<file path="config.mk">
export PLATFORM = sky130hd
export DESIGN_NAME = tga_rle_pixel_decoder
export DESIGN_NICKNAME = d
export VERILOG_FILES = /design/src/design/tga_rle_pkg.sv /design/src/design/tga_rle_pixel_decoder.sv /design/src/design/tga_rle_parser.sv /design/src/design/tga_rle_color.sv /design/src/design/tga_rle_out_buf.sv
export SDC_FILE = /design/constraint.sdc
export NUM_CORES = 1
export LEC_CHECK = 0
export BUFFER_PORTS_ARGS = -buffer_cell sky130_fd_sc_hd__buf_2
export CAP_MARGIN = 5
export CORE_ASPECT_RATIO = 0.9
export CORE_MARGIN = 1
export CORE_UTILIZATION = 40
export CTS_BUF_LIST = sky130_fd_sc_hd__clkbuf_4 sky130_fd_sc_hd__clkbuf_8
export DETAILED_ROUTE_END_ITERATION = 16
export GPL_ROUTABILITY_DRIVEN = 0
export REMOVE_ABC_BUFFERS = 1
export SYNTH_ARGS = -nofsm -noshare
export SYNTH_HDL_FRONTEND = slang
export SYNTH_HIERARCHICAL = 1
export SYNTH_SLANG_ARGS = --single-unit
</file>
<file path="constraint.sdc">
create_clock -name clk -period 9.65 [get_ports clk]
set_input_delay 1.93 -clock clk [delete_from_list [all_inputs] [get_ports clk]]
set_output_delay 1.93 -clock clk [all_outputs]
set_load 0.01 [all_outputs]
</file>
<file path="src/design/tga_rle_pkg.sv">
package tga_rle_pkg;

  // Configuration register indexes
  localparam int CFG_IDX_W  = 1;
  localparam int CFG_DATA_W = 3;
  localparam logic [CFG_IDX_W-1:0] CFG_PIXEL_BYTES = 1'b0;
  localparam logic [CFG_IDX_W-1:0] CFG_COMPRESSED  = 1'b1;

  localparam logic [2:0] PB_RESET  = 3'd3;
  localparam logic       CMP_RESET = 1'b1;
  localparam logic [2:0] PB_MIN    = 3'd2;
  localparam logic [2:0] PB_MAX    = 3'd4;

  // floor(x / 3) == (x * 171) >> 9 for x < 256
  localparam logic [15:0] DIV3_MUL   = 16'd171;
  localparam int          DIV3_SHIFT = 9;

  typedef struct packed {
    logic        emit;
    logic [23:0] pix;
    logic        is16;
    logic [7:0]  repeat_cnt;
  } pix_evt_t;

  typedef struct packed {
    logic [5:0] red;
    logic [5:0] green;
    logic [5:0] blue;
    logic [5:0] grey;
    logic [7:0] repeat_cnt;
  } res_t;

  // Out-of-range sizes clamp to the nearest legal one.
  function automatic logic [2:0] eff_size(input logic [2:0] pb);
    logic [2:0] sz;
    if (pb < PB_MIN) begin
      sz = PB_MIN;
    end else if (pb > PB_MAX) begin
      sz = PB_MAX;
    end else begin
      sz = pb;
    end
    return sz;
  endfunction

endpackage

</file>
<file path="src/design/tga_rle_pixel_decoder.sv">
// Targa pixel-data decoder. Takes the image's pixel bytes one per transfer on
// the in_ channel and returns one result per complete pixel on the out_
// channel: 6-bit red, green, blue, their truncated average (grey) and a repeat
// count. With compressed = 1 the bytes are run-length packets (header bit 7 set
// = run of (header & 0x7f)+1 copies of one pixel, clear = that many literal
// pixels); a run comes out once with its full count, never expanded. With
// compressed = 0 each pixel is literal and repeat_res is 1. pixel_bytes picks
// 16-bit 5:5:5 (2), 24-bit BGR (3) or 32-bit BGRA (4, alpha dropped); other
// codes clamp to 2 or 4. in_start_of_image on a byte clears the packet and
// pixel state before that byte is parsed. Configuration is written through
// cfg_we/cfg_index/cfg_data; the user writes it only while the block is idle,
// which the block itself does not enforce. Rate: one byte per clock while
// in_ready is high. The parser, pixel assembly and color conversion are
// combinational between the parser state registers and the output register; a
// two-entry output stage (output register plus skid register) keeps in_ready
// high while one result waits; in_ready drops only when both entries are full.
module tga_rle_pixel_decoder (
  input  logic                               clk,
  input  logic                               rst_n,
  input  logic                               in_valid,
  output logic                               in_ready,
  input  logic [7:0]                         in_data_byte,
  input  logic                               in_start_of_image,
  output logic                               out_valid,
  input  logic                               out_ready,
  output logic [5:0]                         out_red,
  output logic [5:0]                         out_green,
  output logic [5:0]                         out_blue,
  output logic [5:0]                         out_grey,
  output logic [7:0]                         out_repeat_res,
  input  logic                               cfg_we,
  input  logic [tga_rle_pkg::CFG_IDX_W-1:0]  cfg_index,
  input  logic [tga_rle_pkg::CFG_DATA_W-1:0] cfg_data
);

  logic [2:0]            pixel_bytes_r;
  logic                  compressed_r;
  logic                  accept;
  tga_rle_pkg::pix_evt_t evt;
  tga_rle_pkg::res_t     res, res_out;

  // configuration registers
  always_ff @(posedge clk) begin
    if (!rst_n) begin
      pixel_bytes_r <= tga_rle_pkg::PB_RESET;
      compressed_r  <= tga_rle_pkg::CMP_RESET;
    end else if (cfg_we) begin
      case (cfg_index)
        tga_rle_pkg::CFG_PIXEL_BYTES: pixel_bytes_r <= cfg_data;
        tga_rle_pkg::CFG_COMPRESSED:  compressed_r  <= cfg_data[0];
        default: ;
      endcase
    end
  end

  assign accept = in_valid & in_ready;

  // packet and pixel state machine; evt is the pixel finished by this byte
  tga_rle_parser u_parser (
    .clk            (clk),
    .rst_n          (rst_n),
    .accept         (accept),
    .data_byte      (in_data_byte),
    .start_of_image (in_start_of_image),
    .pixel_bytes    (pixel_bytes_r),
    .compressed     (compressed_r),
    .evt            (evt)
  );

  // channel extraction and grey average
  tga_rle_color u_color (
    .evt (evt),
    .res (res)
  );

  // output register with skid entry
  tga_rle_out_buf u_out_buf (
    .clk       (clk),
    .rst_n     (rst_n),
    .load      (accept & evt.emit),
    .res_in    (res),
    .in_ready  (in_ready),
    .out_valid (out_valid),
    .out_ready (out_ready),
    .res_out   (res_out)
  );

  assign out_red        = res_out.red;
  assign out_green      = res_out.green;
  assign out_blue       = res_out.blue;
  assign out_grey       = res_out.grey;
  assign out_repeat_res = res_out.repeat_cnt;

endmodule

</file>
<file path="src/design/tga_rle_parser.sv">
module tga_rle_parser (
  input  logic                  clk,
  input  logic                  rst_n,
  input  logic                  accept,
  input  logic [7:0]            data_byte,
  input  logic                  start_of_image,
  input  logic [2:0]            pixel_bytes,
  input  logic                  compressed,
  output tga_rle_pkg::pix_evt_t evt
);

  logic        phase_r, phase_nxt;
  logic        run_r, run_nxt;
  logic [7:0]  left_r, left_nxt;
  logic [1:0]  bip_r, bip_nxt;
  logic [23:0] asm_r, asm_nxt;

  logic        phase_c, run_c;
  logic [7:0]  left_c;
  logic [1:0]  bip_c;
  logic [23:0] asm_c, asm_m;
  logic [2:0]  sz;
  logic        complete;

  always_comb begin
    // start of image clears the parser before this byte
    phase_c = start_of_image ? 1'b0  : phase_r;
    run_c   = start_of_image ? 1'b0  : run_r;
    left_c  = start_of_image ? 8'd0  : left_r;
    bip_c   = start_of_image ? 2'd0  : bip_r;
    asm_c   = start_of_image ? 24'd0 : asm_r;

    sz = tga_rle_pkg::eff_size(pixel_bytes);

    case (bip_c)
      2'd0:    asm_m = asm_c | {16'd0, data_byte};
      2'd1:    asm_m = asm_c | {8'd0, data_byte, 8'd0};
      2'd2:    asm_m = asm_c | {data_byte, 16'd0};
      default: asm_m = asm_c;  // alpha byte
    endcase

    complete = ({1'b0, bip_c} + 3'd1) >= sz;

    phase_nxt = phase_c;
    run_nxt   = run_c;
    left_nxt  = left_c;
    bip_nxt   = bip_c + 2'd1;
    asm_nxt   = asm_m;

    evt.emit       = 1'b0;
    evt.pix        = asm_m;
    evt.is16       = (sz == tga_rle_pkg::PB_MIN);
    evt.repeat_cnt = 8'd1;

    if (!compressed) begin
      if (complete) begin
        evt.emit = 1'b1;
        bip_nxt  = 2'd0;
        asm_nxt  = 24'd0;
      end
    end else if (!phase_c) begin
      // packet header
      run_nxt   = data_byte[7];
      left_nxt  = {1'b0, data_byte[6:0]} + 8'd1;
      phase_nxt = 1'b1;
      bip_nxt   = 2'd0;
      asm_nxt   = 24'd0;
    end else if (complete) begin
      evt.emit = 1'b1;
      bip_nxt  = 2'd0;
      asm_nxt  = 24'd0;
      if (run_c) begin
        evt.repeat_cnt = left_c;
        left_nxt       = 8'd0;
        phase_nxt      = 1'b0;
      end else begin
        left_nxt = left_c - 8'd1;
        if (left_c == 8'd1) begin
          phase_nxt = 1'b0;
        end
      end
    end
  end

  always_ff @(posedge clk) begin
    if (!rst_n) begin
      phase_r <= 1'b0;
      run_r   <= 1'b0;
      left_r  <= 8'd0;
      bip_r   <= 2'd0;
      asm_r   <= 24'd0;
    end else if (accept) begin
      phase_r <= phase_nxt;
      run_r   <= run_nxt;
      left_r  <= left_nxt;
      bip_r   <= bip_nxt;
      asm_r   <= asm_nxt;
    end
  end

endmodule

</file>
<file path="src/design/tga_rle_color.sv">
module tga_rle_color (
  input  tga_rle_pkg::pix_evt_t evt,
  output tga_rle_pkg::res_t     res
);

  logic [5:0]  r, g, b;
  logic [7:0]  sum;
  logic [15:0] prod;

  always_comb begin
    if (evt.is16) begin
      // little-endian 5:5:5, top bit ignored
      r = {evt.pix[14:10], 1'b0};
      g = {evt.pix[9:5], 1'b0};
      b = {evt.pix[4:0], 1'b0};
    end else begin
      b = evt.pix[7:2];
      g = evt.pix[15:10];
      r = evt.pix[23:18];
    end
    sum  = {2'b00, r} + {2'b00, g} + {2'b00, b};
    prod = {8'd0, sum} * tga_rle_pkg::DIV3_MUL;

    res.red        = r;
    res.green      = g;
    res.blue       = b;
    res.grey       = prod[tga_rle_pkg::DIV3_SHIFT +: 6];
    res.repeat_cnt = evt.repeat_cnt;
  end

endmodule

</file>
<file path="src/design/tga_rle_out_buf.sv">
module tga_rle_out_buf (
  input  logic              clk,
  input  logic              rst_n,
  input  logic              load,
  input  tga_rle_pkg::res_t res_in,
  output logic              in_ready,
  output logic              out_valid,
  input  logic              out_ready,
  output tga_rle_pkg::res_t res_out
);

  logic              out_valid_r, skid_valid_r;
  tga_rle_pkg::res_t out_r, skid_r;
  logic              out_fire;

  assign out_fire  = out_valid_r & out_ready;
  assign in_ready  = !skid_valid_r;
  assign out_valid = out_valid_r;
  assign res_out   = out_r;

  always_ff @(posedge clk) begin
    if (!rst_n) begin
      out_valid_r  <= 1'b0;
      skid_valid_r <= 1'b0;
    end else if (skid_valid_r) begin
      if (out_fire) begin
        skid_valid_r <= 1'b0;
      end
    end else if (load) begin
      if (out_valid_r && !out_fire) begin
        skid_valid_r <= 1'b1;
      end else begin
        out_valid_r <= 1'b1;
      end
    end else if (out_fire) begin
      out_valid_r <= 1'b0;
    end
  end

  // payload, no reset
  always_ff @(posedge clk) begin
    if (skid_valid_r) begin
      if (out_fire) begin
        out_r <= skid_r;
      end
    end else if (load) begin
      if (out_valid_r && !out_fire) begin
        skid_r <= res_in;
      end else begin
        out_r <= res_in;
      end
    end
  end

endmodule

</file>
==> results.sh <==
export IMPL_r2r_cells=24
export IMPL_hold_depth=2
export IMPL_irDropWorstVdd_mv=0.0969
export IMPL_rows=45
export IMPL_diodes=0
export IMPL_r2r_slack_ns=2.03
export IMPL_rsz0062_at_grt="no"
export IMPL_reg2reg_to="u_out_buf/res_out[12]"
export IMPL_post_cts_buffers=0
export IMPL_route_detailed_drc=0
export IMPL_avgSynthCellArea_um2=11.2
export IMPL_vias=4590
export IMPL_routed_wl_um=14100
export IMPL_cts_tree="built"
export IMPL_crit_top_cell="fa_1"
export IMPL_cts_sinks=104
export IMPL_holdWs_ns=0.502
export IMPL_synthCells=614
export IMPL_netlist_area_um2=6880
export IMPL_antenna_left=0
export IMPL_wl_per_cell_um=16.5
export IMPL_setup_viol=0
export IMPL_cts_max_level=3
export IMPL_start_util=0.409
export IMPL_grt_overflow_total=0
export IMPL_outcome="finished, final reports clean"
export IMPL_placed_area_um2=7190
export IMPL_nNetsFinal=729
export IMPL_nFillCells=1523
export IMPL_tightest_slew_ns=1.16
export IMPL_layout_min_cycle_time_ns=9.02
export IMPL_hold_violations=0
export IMPL_p_per_area_nw_per_um2=189
export IMPL_portBuffers=51
export IMPL_cts_inserted_buffers=9
export IMPL_worst_r2r_startpoint="u_parser/bip_r[0]"
export IMPL_worstSetupPathType="primary input to flop"
export IMPL_grt_start_max_net_pins=63
export IMPL_core_region_area_um2=16800
export IMPL_post_route_period_util=0.935
export IMPL_dieWidth_um=140
export IMPL_place_hpwl_um=10100
export IMPL_min_path_type="flop to flop"
export IMPL_yosys_warnings=6
export IMPL_clk_pin_slew_ns=0.10
export IMPL_grt_pass1_vias=4546
export IMPL_crit_path_start_kind="primary input"
export IMPL_grt_pass1_wl_um=23300
export IMPL_fin_skew_ns=0.0152
export IMPL_slew_viol_final=0
export IMPL_num_io_pins=52
export IMPL_p_leak_uw=0.00333
export IMPL_cts_hold_fix_buffers=0
export IMPL_final_cell_mix="edfxtp_1 (64), inv_1 (57), ha_1 (55)"
export IMPL_drt_iter0_drc=345
export IMPL_worstPathArrival_ns=9.16
export IMPL_final_common_cell="edfxtp_1"
export IMPL_fp_dieH_um=126
export IMPL_vias_per_cell=5.37
export IMPL_tns_ns=0
export IMPL_post_route_cell_area_um2=7370
export IMPL_worst_setup_path_end_kind="flop"
export IMPL_first_pass_iters=5
export IMPL_cts_repair_resized=0
export IMPL_worst_endpoint_required_ns=9.79
export IMPL_clock_path_buffers=2
export IMPL_cts_root_buf="clkbuf_8"
export IMPL_syn2layout_area_growth_pct=7.20
export IMPL_antenna_found_initial=0
export IMPL_grt_use_total=0.167
export IMPL_dieArea_um2=17700
export IMPL_insertion_delay_ns=0.38
export IMPL_hold_path_endpoint="u_parser/phase_r"
export IMPL_drv_cap=0
export IMPL_fmax_ghz=0.111
export IMPL_hp_start="u_parser/phase_r"
export IMPL_path_max_fanout=17
export IMPL_cp_slowest_stage_delay_ns=0.87
export IMPL_max_slew_margin=0.225
export IMPL_drive_above_1_share=0.196
export IMPL_slowest_stage="nor2_1"
-- worst max-delay path by stage --
stage	cells after the start	slack (ns)	to	start
2_1_floorplan	24	0.99	u_out_buf/res_out[12]	in_start_of_image
3_3_place_gp	26	0.48	u_out_buf/res_out[12]	in_start_of_image
3_5_place_dp	26	0.24	u_out_buf/res_out[12]	in_start_of_image
4_1_cts	25	0.67	u_out_buf/res_out[12]	in_start_of_image
5_1_grt	29	0.14	u_out_buf/res_out[12]	in_start_of_image
6_report	25	0.63	u_out_buf/res_out[12]	in_start_of_image
-- sequential cells by signal, indices dropped and copies added, names as in the netlist --
signal	flops
compressed_r	1
pixel_bytes_r	3
u_out_buf/out_valid	1
u_out_buf/res_out	32
u_out_buf/skid_r	32
u_out_buf/skid_valid_r	1
u_parser/asm_r	22
u_parser/bip_r	2
u_parser/left_r	8
u_parser/phase_r	1
u_parser/run_r	1
-- layout make-up --
cell class	instances	area, um2	area share
Sequential cell	104	2720	0.369
Timing Repair Buffer	58	308	0.0417
Clock buffer	10	138	0.0187
Inverter	57	214	0.0290
Multi-Input combinational cell	408	3680	0.499
Tap cell	211	264	0.0358
Clock inverter	6	48.8	0.00662
-- power breakdown --
| part | internal, uW | switching, uW | leakage (uW) |
|---|---|---|---|
| combinational | 293 | 325 | 0.00230 |
| clock | 104 | 155 | 0.0000928 |
| sequential | 510 | 7.41 | 0.000939 |
-- metrics by stage --
stage               total power [uW]  cells  worst slack, ns  utilization
floorplan                       1010    569            0.991            -
global placement                1130    838            0.478        0.427
detailed placement              1140    838            0.245        0.427
CTS                             1420    854            0.671        0.438
global route                    1520    854            0.142        0.438
finish                          1390    854            0.630        0.438
-- critical path: cells and delay by family --
kind | cells | cell delay (ns)
muxes | 2 | 0.49
adders and majority gates | 9 | 3.53
buffers and inverters | 4 | 0.36
AOI/OAI and AO/OA | 5 | 1.20
xor gates and xnor gates | 1 | 0.34
and+or+nand+nor | 4 | 1.29
-- per-layer routing --
metal | global-route usage | vias up | share of wire
met5 | 0 | - | 0
met1 | 0.238 | 2180 | 0.50
met2 | 0.252 | 141 | 0.43
met3 | 0.0313 | 22 | 0.049
li1 | - | 2247 | -
met4 | 0.0582 | 0 | 0.018
(Power assumes the default switching activity.)
